## config.mk

```make
export PLATFORM = sky130hd
export DESIGN_NAME = ata_pio_sector_transfer
export DESIGN_NICKNAME = d
export VERILOG_FILES = /design/src/rtl/core/aps_pkg.sv /design/src/rtl/core/ata_pio_sector_transfer.sv /design/src/rtl/core/aps_ctrl.sv /design/src/rtl/core/aps_emit.sv
export SDC_FILE = /design/constraint.sdc
export NUM_CORES = 1
export LEC_CHECK = 0
export ABC_AREA = 1
export BUFFER_PORTS_ARGS = -buffer_cell sky130_fd_sc_hd__buf_2
export CORE_MARGIN = 5
export CORE_UTILIZATION = 58
export CTS_CLUSTER_SIZE = 40
export DETAILED_ROUTE_END_ITERATION = 10
export PLACE_DENSITY = 0.84
export SYNTH_ARGS = -nofsm -noshare
export SYNTH_HDL_FRONTEND = slang
export SYNTH_SLANG_ARGS = --single-unit
```

## constraint.sdc

```tcl
create_clock -name clk -period 7 [get_ports clk]
set_input_delay 1.4 -clock clk [delete_from_list [all_inputs] [get_ports clk]]
set_output_delay 1.4 -clock clk [all_outputs]
set_load 0.03 [all_outputs]
```

## src/rtl/core/aps_pkg.sv

```systemverilog
// Shared types, codes and constants for the ATA PIO sector transfer sequencer.
package aps_pkg;

	// Sequencer phase
	typedef enum logic [1:0] {
		PH_IDLE,
		PH_POLL,
		PH_DATA
	} phase_t;

	// Input item kinds
	localparam logic [1:0] KIND_START  = 2'd0;
	localparam logic [1:0] KIND_STATUS = 2'd1;
	localparam logic [1:0] KIND_DATA   = 2'd2;

	// Result operations
	localparam logic [1:0] OP_REG_WR  = 2'd0;
	localparam logic [1:0] OP_STAT_RD = 2'd1;
	localparam logic [1:0] OP_DATA    = 2'd2;
	localparam logic [1:0] OP_DONE    = 2'd3;

	// Completion codes
	localparam logic [1:0] RES_OK      = 2'd0;
	localparam logic [1:0] RES_ERR     = 2'd1;
	localparam logic [1:0] RES_DF      = 2'd2;
	localparam logic [1:0] RES_TIMEOUT = 2'd3;

	// Task-file register offsets
	localparam logic [2:0] REG_NONE    = 3'd0;
	localparam logic [2:0] REG_COUNT   = 3'd2;
	localparam logic [2:0] REG_LBA_LO  = 3'd3;
	localparam logic [2:0] REG_LBA_MID = 3'd4;
	localparam logic [2:0] REG_LBA_HI  = 3'd5;
	localparam logic [2:0] REG_HEAD    = 3'd6;
	localparam logic [2:0] REG_CMD     = 3'd7;

	// Command bytes
	localparam logic [7:0] HEAD_BASE = 8'hE0;
	localparam logic [7:0] CMD_READ  = 8'h20;
	localparam logic [7:0] CMD_WRITE = 8'h30;
	localparam logic [7:0] CMD_FLUSH = 8'hE7;

	// Status bit positions
	localparam int ST_BSY = 7;
	localparam int ST_DF  = 5;
	localparam int ST_DRQ = 3;
	localparam int ST_ERR = 0;

	localparam logic [23:0] POLL_LIMIT_RESET = 24'd100000;
	localparam int          WORDS_PER_SECTOR = 256;
	localparam logic [7:0]  WORD_LAST        = 8'(WORDS_PER_SECTOR - 1);
	localparam logic [8:0]  MAX_SECTORS      = 9'd256;

	// Result slots of one burst, emitted lowest first
	localparam int ENT_HEAD  = 0;
	localparam int ENT_LO    = 1;
	localparam int ENT_MID   = 2;
	localparam int ENT_HI    = 3;
	localparam int ENT_COUNT = 4;
	localparam int ENT_CMD   = 5;
	localparam int ENT_DATA  = 6;
	localparam int ENT_FLUSH = 7;
	localparam int ENT_TAIL  = 8;
	localparam int NUM_ENT   = 9;
	localparam int ENT_W     = $clog2(NUM_ENT);

	// Burst of results caused by one input item
	typedef struct packed {
		logic [NUM_ENT-1:0] mask;
		logic               chan;
		logic               drive;
		logic [27:0]        lba;
		logic [7:0]         cnt;
		logic               wr;
		logic [15:0]        word;
		logic [15:0]        idx;
		logic               tail_done;
		logic [1:0]         code;
	} desc_t;

	// One result word
	typedef struct packed {
		logic [1:0]  op;
		logic        chan;
		logic [2:0]  off;
		logic [7:0]  val;
		logic [15:0] word;
		logic [15:0] idx;
		logic [1:0]  code;
		logic        last;
	} rsp_t;

endpackage

```

## src/rtl/core/ata_pio_sector_transfer.sv

```systemverilog
// An accepted word passes through the input register, the burst holder and the output
// register before its first result shows.
// Throughput: one input word per cycle while rsp_stall is low and each causes at most one
// result. The output moves one result per cycle unless stalled; a start word makes seven.
// The input accepts while results of the previous word still drain from the burst holder.
// Reset (arst_n low, asynchronous): idle phase, poll_limit 100000, no pending results.
module ata_pio_sector_transfer
	import aps_pkg::*;
(
	input  logic        clk,
	input  logic        arst_n,
	input  logic        cmd_valid,
	output logic        cmd_stall,
	input  logic [1:0]  kind,
	input  logic        drive,
	input  logic        channel,
	input  logic [27:0] lba,
	input  logic [7:0]  sec_count,
	input  logic        is_write,
	input  logic [7:0]  status,
	input  logic [15:0] data_word,
	output logic        rsp_valid,
	input  logic        rsp_stall,
	output logic [1:0]  op,
	output logic        bus_channel,
	output logic [2:0]  reg_offset,
	output logic [7:0]  reg_value,
	output logic [15:0] word,
	output logic [15:0] word_index,
	output logic [1:0]  result_code,
	output logic        last,
	input  logic        cfg_we,
	input  logic [23:0] cfg_wdata
);

	desc_t desc;
	logic  desc_vld;
	logic  desc_free;
	rsp_t  rsp;

	// item decode and transfer state
	aps_ctrl u_ctrl (
		.clk          (clk),
		.arst_n       (arst_n),
		.cmd_valid    (cmd_valid),
		.cmd_stall    (cmd_stall),
		.kind         (kind),
		.drive        (drive),
		.channel      (channel),
		.lba          (lba),
		.sec_count    (sec_count),
		.is_write     (is_write),
		.status       (status),
		.data_word    (data_word),
		.cfg_we       (cfg_we),
		.cfg_wdata    (cfg_wdata),
		.desc         (desc),
		.desc_vld     (desc_vld),
		.desc_free    (desc_free)
	);

	// result sequencing and output register
	aps_emit u_emit (
		.clk       (clk),
		.arst_n    (arst_n),
		.desc      (desc),
		.desc_vld  (desc_vld),
		.desc_free (desc_free),
		.rsp_valid (rsp_valid),
		.rsp_stall (rsp_stall),
		.rsp       (rsp)
	);

	assign op          = rsp.op;
	assign bus_channel = rsp.chan;
	assign reg_offset  = rsp.off;
	assign reg_value   = rsp.val;
	assign word        = rsp.word;
	assign word_index  = rsp.idx;
	assign result_code = rsp.code;
	assign last        = rsp.last;

endmodule

```

## src/rtl/core/aps_ctrl.sv

```systemverilog
// Input register, transfer state and per-item decode into a result burst.
module aps_ctrl
	import aps_pkg::*;
(
	input  logic        clk,
	input  logic        arst_n,
	input  logic        cmd_valid,
	output logic        cmd_stall,
	input  logic [1:0]  kind,
	input  logic        drive,
	input  logic        channel,
	input  logic [27:0] lba,
	input  logic [7:0]  sec_count,
	input  logic        is_write,
	input  logic [7:0]  status,
	input  logic [15:0] data_word,
	input  logic        cfg_we,
	input  logic [23:0] cfg_wdata,
	output desc_t       desc,
	output logic        desc_vld,
	input  logic        desc_free
);

	// input stage
	logic        valid_s1;
	logic [1:0]  kind_s1;
	logic        drive_s1;
	logic        channel_s1;
	logic [27:0] lba_s1;
	logic [7:0]  cnt_s1;
	logic        wr_s1;
	logic [7:0]  status_s1;
	logic [15:0] word_s1;

	// transfer state
	logic [23:0] poll_limit_q;
	phase_t      phase_q, phase_d;
	logic [23:0] cd_q, cd_d, cd_dec;
	logic [8:0]  sl_q, sl_d, sl_dec;
	logic [7:0]  sn_q, sn_d;
	logic [7:0]  wis_q, wis_d;
	logic        wm_q, wm_d;
	logic        ch_q, ch_d;
	logic        wdrq_q, wdrq_d;

	logic        consume, accept;
	logic [8:0]  n_sec;
	logic        retry, poll_go, poll_drq, fin, stat_req;
	logic [1:0]  fin_code;
	desc_t       desc_d;

	assign consume   = valid_s1 && ((desc_d.mask == '0) || desc_free);
	assign cmd_stall = valid_s1 && !consume;
	assign accept    = cmd_valid && !cmd_stall;
	assign desc      = desc_d;
	assign desc_vld  = consume && (desc_d.mask != '0);

	// sector count, zero meaning the full 256
	always_comb begin
		n_sec = (cnt_s1 == 8'd0) ? 9'd256 : {1'b0, cnt_s1};
		if (n_sec > MAX_SECTORS) begin
			n_sec = MAX_SECTORS;
		end
	end

	assign cd_dec = (cd_q != 24'd0) ? cd_q - 24'd1 : cd_q;
	assign sl_dec = (sl_q != 9'd0) ? sl_q - 9'd1 : sl_q;

	// decode of the item in the input stage
	always_comb begin
		phase_d  = phase_q;
		cd_d     = cd_q;
		sl_d     = sl_q;
		sn_d     = sn_q;
		wis_d    = wis_q;
		wm_d     = wm_q;
		ch_d     = ch_q;
		wdrq_d   = wdrq_q;
		desc_d   = '0;
		retry    = 1'b0;
		poll_go  = 1'b0;
		poll_drq = 1'b0;
		fin      = 1'b0;
		fin_code = RES_OK;
		stat_req = 1'b0;
		if (valid_s1) begin
			case (kind_s1)
				KIND_START: begin
					if (phase_q == PH_IDLE) begin
						ch_d  = channel_s1;
						wm_d  = wr_s1;
						sl_d  = n_sec;
						sn_d  = 8'd0;
						wis_d = 8'd0;
						desc_d.mask[ENT_CMD:ENT_HEAD] = '1;
						poll_go  = 1'b1;
						poll_drq = 1'b1;
					end
				end
				KIND_STATUS: begin
					if (phase_q == PH_POLL) begin
						if (status_s1[ST_BSY]) begin
							retry = 1'b1;
						end else if (status_s1[ST_ERR]) begin
							fin      = 1'b1;
							fin_code = RES_ERR;
						end else if (status_s1[ST_DF]) begin
							fin      = 1'b1;
							fin_code = RES_DF;
						end else if (!wdrq_q) begin
							fin      = 1'b1;
							fin_code = RES_OK;
						end else if (status_s1[ST_DRQ]) begin
							phase_d = PH_DATA;
							wis_d   = 8'd0;
						end else begin
							retry = 1'b1;
						end
					end
				end
				KIND_DATA: begin
					if (phase_q == PH_DATA) begin
						desc_d.mask[ENT_DATA] = 1'b1;
						if (wis_q == WORD_LAST) begin
							wis_d = 8'd0;
							sn_d  = sn_q + 8'd1;
							sl_d  = sl_dec;
							if (sl_dec != 9'd0) begin
								poll_go  = 1'b1;
								poll_drq = 1'b1;
							end else if (wm_q) begin
								desc_d.mask[ENT_FLUSH] = 1'b1;
								poll_go  = 1'b1;
								poll_drq = 1'b0;
							end else begin
								fin      = 1'b1;
								fin_code = RES_OK;
							end
						end else begin
							wis_d = wis_q + 8'd1;
						end
					end
				end
				default: ;
			endcase
		end
		// busy or missing DRQ: count down and poll again until timeout
		if (retry) begin
			cd_d = cd_dec;
			if (cd_dec <= 24'd1) begin
				fin      = 1'b1;
				fin_code = RES_TIMEOUT;
			end else begin
				stat_req = 1'b1;
			end
		end
		// new poll: reload the countdown; a limit of 1 or less times out
		if (poll_go) begin
			wdrq_d = poll_drq;
			cd_d   = poll_limit_q;
			if (poll_limit_q <= 24'd1) begin
				fin      = 1'b1;
				fin_code = RES_TIMEOUT;
			end else begin
				stat_req = 1'b1;
			end
		end
		if (fin) begin
			phase_d               = PH_IDLE;
			desc_d.mask[ENT_TAIL] = 1'b1;
			desc_d.tail_done      = 1'b1;
			desc_d.code           = fin_code;
		end
		if (stat_req) begin
			phase_d               = PH_POLL;
			desc_d.mask[ENT_TAIL] = 1'b1;
		end
		desc_d.chan  = ch_d;
		desc_d.drive = drive_s1;
		desc_d.lba   = lba_s1;
		desc_d.cnt   = cnt_s1;
		desc_d.wr    = wr_s1;
		desc_d.word  = word_s1;
		desc_d.idx   = {sn_q, wis_q};
	end

	// input stage valid
	always_ff @(posedge clk or negedge arst_n) begin
		if (!arst_n) begin
			valid_s1 <= 1'b0;
		end else if (accept) begin
			valid_s1 <= 1'b1;
		end else if (consume) begin
			valid_s1 <= 1'b0;
		end
	end

	// input stage payload
	always_ff @(posedge clk) begin
		if (accept) begin
			kind_s1    <= kind;
			drive_s1   <= drive;
			channel_s1 <= channel;
			lba_s1     <= lba;
			cnt_s1     <= sec_count;
			wr_s1      <= is_write;
			status_s1  <= status;
			word_s1    <= data_word;
		end
	end

	// poll limit register
	always_ff @(posedge clk or negedge arst_n) begin
		if (!arst_n) begin
			poll_limit_q <= POLL_LIMIT_RESET;
		end else if (cfg_we) begin
			poll_limit_q <= cfg_wdata;
		end
	end

	// transfer state
	always_ff @(posedge clk or negedge arst_n) begin
		if (!arst_n) begin
			phase_q <= PH_IDLE;
			cd_q    <= '0;
			sl_q    <= '0;
			sn_q    <= '0;
			wis_q   <= '0;
			wm_q    <= 1'b0;
			ch_q    <= 1'b0;
			wdrq_q  <= 1'b1;
		end else if (consume) begin
			phase_q <= phase_d;
			cd_q    <= cd_d;
			sl_q    <= sl_d;
			sn_q    <= sn_d;
			wis_q   <= wis_d;
			wm_q    <= wm_d;
			ch_q    <= ch_d;
			wdrq_q  <= wdrq_d;
		end
	end

	// a data phase always has a sector outstanding
	a_data_has_sector: assert property (@(posedge clk) disable iff (!arst_n)
		phase_q == PH_DATA |-> sl_q != 9'd0)
		else $error("data phase with no sectors left");

	// a burst is handed over only when the item leaves the input stage
	a_burst_on_consume: assert property (@(posedge clk) disable iff (!arst_n)
		desc_vld |-> consume && desc_free)
		else $error("burst handed over without room");

	// a start item resets the word position
	a_start_clears_word: assert property (@(posedge clk) disable iff (!arst_n)
		consume && kind_s1 == KIND_START && phase_q == PH_IDLE |=>
		wis_q == 8'd0 && phase_q != PH_DATA)
		else $error("start did not clear word position");

endmodule

```

## src/rtl/core/aps_emit.sv

```systemverilog
// Burst holder emitting one result word per cycle into the output register unless stalled.
module aps_emit
	import aps_pkg::*;
(
	input  logic  clk,
	input  logic  arst_n,
	input  desc_t desc,
	input  logic  desc_vld,
	output logic  desc_free,
	output logic  rsp_valid,
	input  logic  rsp_stall,
	output rsp_t  rsp
);

	desc_t              desc_q;
	logic [NUM_ENT-1:0] mask_q, pick, rem;
	logic [ENT_W-1:0]   sel;
	logic               out_ld;
	logic               rsp_valid_q;
	rsp_t               rsp_q, rsp_d;

	assign out_ld    = !rsp_valid_q || !rsp_stall;
	assign pick      = mask_q & (~mask_q + NUM_ENT'(1));
	assign rem       = mask_q & (mask_q - NUM_ENT'(1));
	assign desc_free = (mask_q == '0) || (out_ld && rem == '0);
	assign rsp_valid = rsp_valid_q;
	assign rsp       = rsp_q;

	// index of the lowest pending slot
	always_comb begin
		sel = '0;
		for (int i = 0; i < NUM_ENT; i++) begin
			if (pick[i]) begin
				sel = ENT_W'(i);
			end
		end
	end

	// build the result word for the selected slot
	always_comb begin
		rsp_d      = '0;
		rsp_d.chan = desc_q.chan;
		rsp_d.last = (rem == '0);
		case (sel)
			ENT_W'(ENT_HEAD): begin
				rsp_d.op  = OP_REG_WR;
				rsp_d.off = REG_HEAD;
				rsp_d.val = HEAD_BASE | {3'b000, desc_q.drive, desc_q.lba[27:24]};
			end
			ENT_W'(ENT_LO): begin
				rsp_d.op  = OP_REG_WR;
				rsp_d.off = REG_LBA_LO;
				rsp_d.val = desc_q.lba[7:0];
			end
			ENT_W'(ENT_MID): begin
				rsp_d.op  = OP_REG_WR;
				rsp_d.off = REG_LBA_MID;
				rsp_d.val = desc_q.lba[15:8];
			end
			ENT_W'(ENT_HI): begin
				rsp_d.op  = OP_REG_WR;
				rsp_d.off = REG_LBA_HI;
				rsp_d.val = desc_q.lba[23:16];
			end
			ENT_W'(ENT_COUNT): begin
				rsp_d.op  = OP_REG_WR;
				rsp_d.off = REG_COUNT;
				rsp_d.val = desc_q.cnt;
			end
			ENT_W'(ENT_CMD): begin
				rsp_d.op  = OP_REG_WR;
				rsp_d.off = REG_CMD;
				rsp_d.val = desc_q.wr ? CMD_WRITE : CMD_READ;
			end
			ENT_W'(ENT_DATA): begin
				rsp_d.op   = OP_DATA;
				rsp_d.off  = REG_NONE;
				rsp_d.word = desc_q.word;
				rsp_d.idx  = desc_q.idx;
			end
			ENT_W'(ENT_FLUSH): begin
				rsp_d.op  = OP_REG_WR;
				rsp_d.off = REG_CMD;
				rsp_d.val = CMD_FLUSH;
			end
			ENT_W'(ENT_TAIL): begin
				if (desc_q.tail_done) begin
					rsp_d.op   = OP_DONE;
					rsp_d.off  = REG_NONE;
					rsp_d.code = desc_q.code;
				end else begin
					rsp_d.op  = OP_STAT_RD;
					rsp_d.off = REG_CMD;
				end
			end
			default: ;
		endcase
	end

	// pending slots of the current burst
	always_ff @(posedge clk or negedge arst_n) begin
		if (!arst_n) begin
			mask_q <= '0;
		end else if (desc_vld) begin
			mask_q <= desc.mask;
		end else if (out_ld) begin
			mask_q <= rem;
		end
	end

	// burst payload
	always_ff @(posedge clk) begin
		if (desc_vld) begin
			desc_q <= desc;
		end
	end

	// output register
	always_ff @(posedge clk or negedge arst_n) begin
		if (!arst_n) begin
			rsp_valid_q <= 1'b0;
		end else if (out_ld) begin
			rsp_valid_q <= (mask_q != '0);
		end
	end

	always_ff @(posedge clk) begin
		if (out_ld) begin
			rsp_q <= rsp_d;
		end
	end

	// a done word always closes its burst
	a_done_is_last: assert property (@(posedge clk) disable iff (!arst_n)
		rsp_valid_q && rsp_q.op == OP_DONE |-> rsp_q.last)
		else $error("done word not marked last");

	// a new burst never overwrites pending slots
	a_load_when_free: assert property (@(posedge clk) disable iff (!arst_n)
		desc_vld |-> desc_free)
		else $error("burst loaded over pending slots");

	// a pending slot moved out shows up as a valid word
	a_slot_to_output: assert property (@(posedge clk) disable iff (!arst_n)
		out_ld && mask_q != '0 |=> rsp_valid_q)
		else $error("pending slot lost");

endmodule
```

# == After elaboration in Yosys (flattened, before gate mapping) ==
# Index checks and enable logic that the tools add are counted.
# totals
regBits,277
input_bits,94
output_inout_bits,51
word_cells,229
# classes
addsub,6
order_cmp,3
n_eq_ne,25
mux,113
n_bitwise,3
n_reduce_logical,42
# op_table
cell,n
8-bit two-way mux,12
24-bit two-way mux,3
9-bit two-way mux,8
8-bit one-hot mux with 7 select lines,1
24-bit by 1-bit less-or-equal comparator with 1-bit output (second input constant),2
1-bit two-way mux,46
2-bit two-way mux,23
9-bit nonzero test,4
4-bit two-way mux,7
9-bit logical NOT,3
8-bit one-hot mux with 3 select lines,1
24-bit nonzero test,1
24-bit by 1-bit subtractor with 24-bit output (second input constant),1
3-bit one-hot mux with 7 select lines,1
9-bit AND,2
9-bit one-hot mux with 2 select lines,1
3-bit nonzero test,6
9-bit by 1-bit subtractor with 9-bit output (second input constant),2
8-bit by 1-bit adder with 8-bit output (second input constant),2
4-bit by 3-bit equality test with 1-bit output (second input constant),4
8-bit one-hot mux with 2 select lines,1
6-bit two-way mux,2
2-bit by 1-bit != test with 1-bit output (second input constant),6
11-bit AND reduction,1
27 further kinds,52

# == Longest topological paths before layout ==
# logic_depth
word_depth,22
depth_mapped,23
ltp_nobuf,22

# == Hierarchy ==
# From an unflattened synthesis, not the netlist that was laid out.
# hier_totals
hier_cells,1236
area_unflattened_um2,12504.5
# modules_own_cells
module,n_inst,cells_each,area_per_inst_um2,seq_area_each_um2
aps_ctrl,1,875,7438.4,3817.4
aps_emit,1,361,5066.1,3943.8

# == Worst setup path before layout ==
# OpenSTA, ideal clock, no wires.
# synth_path
kind,input -> register
start,input port rsp_stall
end,register u_ctrl.channel_s1 (enable)
setup_time_ns,0.480
arrival_time_ns,5.763
t_required_ns,6.520
setup_slack_ns,0.757
cell_stages,7
path_buffers,0
path_cell_list,nand2_1 -> nand2_1 -> nand2_1 -> inv_1 -> nand2_8 -> inv_1 -> nor2_1
# synth_between
elab_chain_cells,10
# synth_lines
item,line,text
"start, declared",ata_pio_sector_transfer.sv:23,"input logic rsp_stall,"
1-bit logical NOT,aps_emit.sv:22,assign out_ld = !rsp_valid_q || !rsp_stall;
1-bit logical OR,aps_emit.sv:22,
1-bit logical AND,aps_emit.sv:25,assign desc_free = (mask_q == '0) || (out_ld && rem == '0);
1-bit logical OR,aps_emit.sv:25,
1-bit logical OR,aps_ctrl.sv:52,assign consume = valid_s1 && ((desc_d.mask == '0) || desc_free);
1-bit logical AND,aps_ctrl.sv:52,
1-bit logical NOT,aps_ctrl.sv:53,assign cmd_stall = valid_s1 && !consume;
1-bit logical AND,aps_ctrl.sv:53,
via cmd_stall,ata_pio_sector_transfer.sv:13,"output logic cmd_stall,"
1-bit logical NOT,aps_ctrl.sv:54,assign accept = cmd_valid && !cmd_stall;
1-bit logical AND,aps_ctrl.sv:54,
via u_ctrl.accept,aps_ctrl.sv:46,"logic consume, accept;"
"end signal, assigned",aps_ctrl.sv:203,channel_s1 <= channel;
"end, declared",aps_ctrl.sv:28,logic channel_s1;
# The timed path passes the listed nets, and every way through them passes these cells.
# A chain may end at the register's enable or synchronous reset.

# == Worst setup path after layout ==
# layout_path
start,register u_ctrl.sl_q[0]
end,output port cmd_stall
# layout_between
elab_chain_cells,19
word_cells_on_any_way,31
cone_classes,add/sub (1); mux (23); reduce/logical (7)
# layout_lines
item,line,text
"start, declared",aps_ctrl.sv:39,"logic [8:0] sl_q, sl_d, sl_dec;"
"start signal, assigned",aps_ctrl.sv:235,sl_q <= sl_d;
9-bit by 1-bit subtractor with 9-bit output or 9-bit nonzero test (tied branches),aps_ctrl.sv:67,assign sl_dec = (sl_q != 9'd0) ? sl_q - 9'd1 : sl_q;
9-bit two-way mux (*),aps_ctrl.sv:67,
9-bit nonzero test (*),aps_ctrl.sv:128,if (sl_dec != 9'd0) begin
1-bit two-way mux,aps_ctrl.sv:128,
1-bit two-way mux,aps_ctrl.sv:124,if (wis_q == WORD_LAST) begin
1-bit two-way mux,aps_ctrl.sv:122,if (phase_q == PH_DATA) begin
1-bit one-hot mux with 2 select lines,aps_ctrl.sv:87,case (kind_s1)
1-bit two-way mux,aps_ctrl.sv:86,if (valid_s1) begin
[3 not listed],n/a,
1-bit two-way mux,aps_ctrl.sv:158,if (poll_go) begin
1-bit two-way mux,aps_ctrl.sv:168,if (fin) begin
1-bit two-way mux,aps_ctrl.sv:174,if (stat_req) begin
9-bit logical NOT (*),aps_ctrl.sv:52,
1-bit logical OR (*),aps_ctrl.sv:52,
1-bit logical AND (*),aps_ctrl.sv:52,
1-bit logical NOT (*),aps_ctrl.sv:53,
1-bit logical AND (*),aps_ctrl.sv:53,
"end, declared",ata_pio_sector_transfer.sv:13,
# Every way passes the cells marked *; elsewhere a longest branch is shown, timed or not.

==> impl_metrics.ini <==
[run_status]
status = finished, final reports clean

[synth]
synth_top_area_frac = 0.458
synthesis.nets = 1276
synthTopCellsByArea = edfxtp_1, dfrtp_1, nand2_1, inv_1, nor2_1
ys_seq_area_frac = 0.643
synth_edf_count = 184
syn_area_mm2 = 0.0121
syn-instance-count = 1172
synth_cell_types = 39
syn_avg_cell_area_um2 = 10.3
synthFlopType = edfxtp_1
async_reset_ff_frac = 0.326
yosysTopAreaCell = edfxtp_1
yosys_warnings = 0
synth_seq_cells = 273

[cells_and_area]
final_common_cell = nand2_1
seqCellArea_mm2 = 0.00776
area_growth_pct = 15.3
final_cell_count_no_fill = 1609
final_cell_mix = nand2_1, edfxtp_1, buf_2
multi_input_area_mm2 = 0.00361
antennaDiodeCount = 0
fill_cells = 1422
layout.nets = 1422
drive_above_1_share = 0.202

[place]
io_buffers = 140
pre_cts_slack_ns = 2.21
place_hpwl_mm = 17.1
placed_cells = 1559
gp_congestion = 0.965

[sta]
finalCriticalPeriod_ns = 5.40
finalSetupViolCount = 0
drv_slew = 0
worst_slack_ns = 1.60
rsz0062_at_grt = false
fin_worst_skew_ns = 0.00771
finalCritPeriodShare = 0.771
hold_violations = 0
worst_slew_pin_slew_ns = 1.12
fmax_mhz = 185
slew_headroom = 0.254
tns_ns = 0
hold_slack_ns = 0.418

[pwr]
peakVddDrop_mv = 0.282
leakagePower_nw = 6.21
power_density_mw_per_mm2 = 424

[routing]
via_count = 8656
wl_per_cell_um = 15.7
drc = 0
routed_wl_mm = 25.3
first_pass_iters = 5
drt_iter0_markers = 834
ant_nets = 0
vias_per_cell = 5.38

[critical_path]
path_max_fanout = 50
critPathKind = flop to primary output
worst_setup_path_start_kind = flop
crit_path_top_delay_cell = nand2_2
cp.required_ns = 5.60
cp_top_family = simple AND/OR/NAND/NOR gates
cpPeakStageDelay_ns = 0.57
path_buf_inv = 4
worstPathCellList = inv_1 > ha_1 > inv_1 > nor2_1 > nand3_1 > nand3_1 > nand2_1 > nor2_2 > nand4_1 > nand2_1 > nand2_1 > nand2_2 > nor2_1 > nor2_4 > nand3_4 > nand2_8 > inv_1 > buf_2
arrival_ns = 4.00
endpoint_kind = primary output

[floorplan]
dieArea_mm2 = 0.0238
rows = 52
start_util = 0.593
die_x_um = 154
die_h_um = 154
core-area_mm2 = 0.0204
pin_count = 145

[clock_tree]
path_clk_slew_ns = 0.06
cts_tree = built
cts_buffers = 27
post_cts_buffers = 0
cts_max_level = 1
cts_root_buffer = clkbuf_16
clk_latency_ns = 0.54
cts_buffer_depth = 3
ctsResizeCount = 0
cts.sinks = 273
holdBufCountCts = 0

[grt]
grt_pass1_vias = 8480
grt-ovfl-total = 0
grt_first_pass_wirelength_mm = 41.5
grt_usage = 0.213
antenna_found_initial = 0
grt_start_max_net_pins = 63

[flow_run]
drv_cap = 0

[hold_path]
hp-class = flop to flop
-- routing by layer --
metal / global-route usage / wire length (um) / vias to the layer above
met3: 0.0374 / 2130 / 67
met2: 0.354 / 12100 / 371
met5: 0 / 0 / -
li1: - / - / 4183
met4: 0.0744 / 772 / 0
met1: 0.285 / 10300 / 4035
-- where the power goes --
group	switching [W]	internal, W	total, W
clock	0.000606	0.000879	0.00148
combinational	0.00138	0.000585	0.00197
sequential	0.000240	0.00221	0.00245
total	0.00223	0.00367	0.00590
-- logic make-up after synthesis --
kind of cell,Yosys count,share of synthesized area
fa+ha+maj,10,0.0104
mux,10,0.00933
compound gates,124,0.0578
flops,273,0.643
buf+inv,174,0.0585
xor+xnor,18,0.0131
simple gates,563,0.208
-- area by class of cell --
type / instances / area share
Inverter: 147 / 0.0396
Multi-Input combinational cell: 725 / 0.259
Clock buffer: 30 / 0.0508
Sequential cell: 273 / 0.558
Tap cell: 270 / 0.0243
Clock inverter: 20 / 0.0156
Timing Repair Buffer: 144 / 0.0527
-- worst register-to-register path: stages, from the launching register on --
cell and delay (ns):
edfxtp_1 0.42, inv_1 0.11, ha_1 0.66, nand2_1 0.20
nor2_1 0.24, nand2_1 0.08, nand2_1 0.12, nand2_2 0.44
nor2_1 0.41, nor2_4 0.11, nand3_4 0.11, nand3_2 0.18
inv_2 0.67, buf_4 0.56
-- sequential cells by signal, indices dropped and copies added, names as in the netlist, 9 cells and up --
| register | cells |
|---|---|
| u_emit.desc_q | 74 |
| u_emit.rsp | 49 |
| u_ctrl.lba_s1 | 28 |
| u_ctrl.cd_q | 24 |
| u_ctrl.poll_limit_q | 24 |
| u_ctrl.word_s1 | 16 |
| u_ctrl.sl_q | 9 |
| u_emit.mask_q | 9 |
-- path summary, 6_finish.rpt --
kind                                   start                endpoint  slack [ns]  cells past startpoint
max                           u_ctrl.sl_q[0]               cmd_stall        1.60                     18
min                         u_ctrl.lba_s1[9]       u_emit.desc_q[53]        0.42                      0
max reg2reg                u_ctrl.kind_s1[0]       u_emit.desc_q[42]        2.32                     13
min reg2reg                 u_ctrl.lba_s1[9]       u_emit.desc_q[53]        0.42                      0
max in group asynchronous             arst_n          u_ctrl.sn_q[7]        5.06                      2
min in group asynchronous             arst_n  u_ctrl.poll_limit_q[1]        0.77                      1
-- through the flow --
stage	total power (W)	utilization	instance area [um^2]
after global routing	0.00628	0.683	13900
after global placement	0.00432	0.638	13000
after floorplan	0.00390	-	12100
after CTS	0.00591	0.683	13900
after detailed placement	0.00440	0.638	13000
final	0.00590	0.683	13900
-- cells in the mapped netlist, types with 7 or more instances --
library cell,n
nand2_1,290
edfxtp_1,184
inv_1,132
nor2_1,129
dfrtp_1,82
o21ai_0,60
nand3_1,53
o21ai_1,34
nand4_1,30
nand2_2,14
clkbuf_1,13
inv_2,11
nor2_2,11
xor2_1,11
ha_1,10
mux2_2,10
o21ai_2,10
nor4_1,8
a221oi_1,7
dfstp_2,7
xnor2_1,7
(Power assumes the default switching activity.)
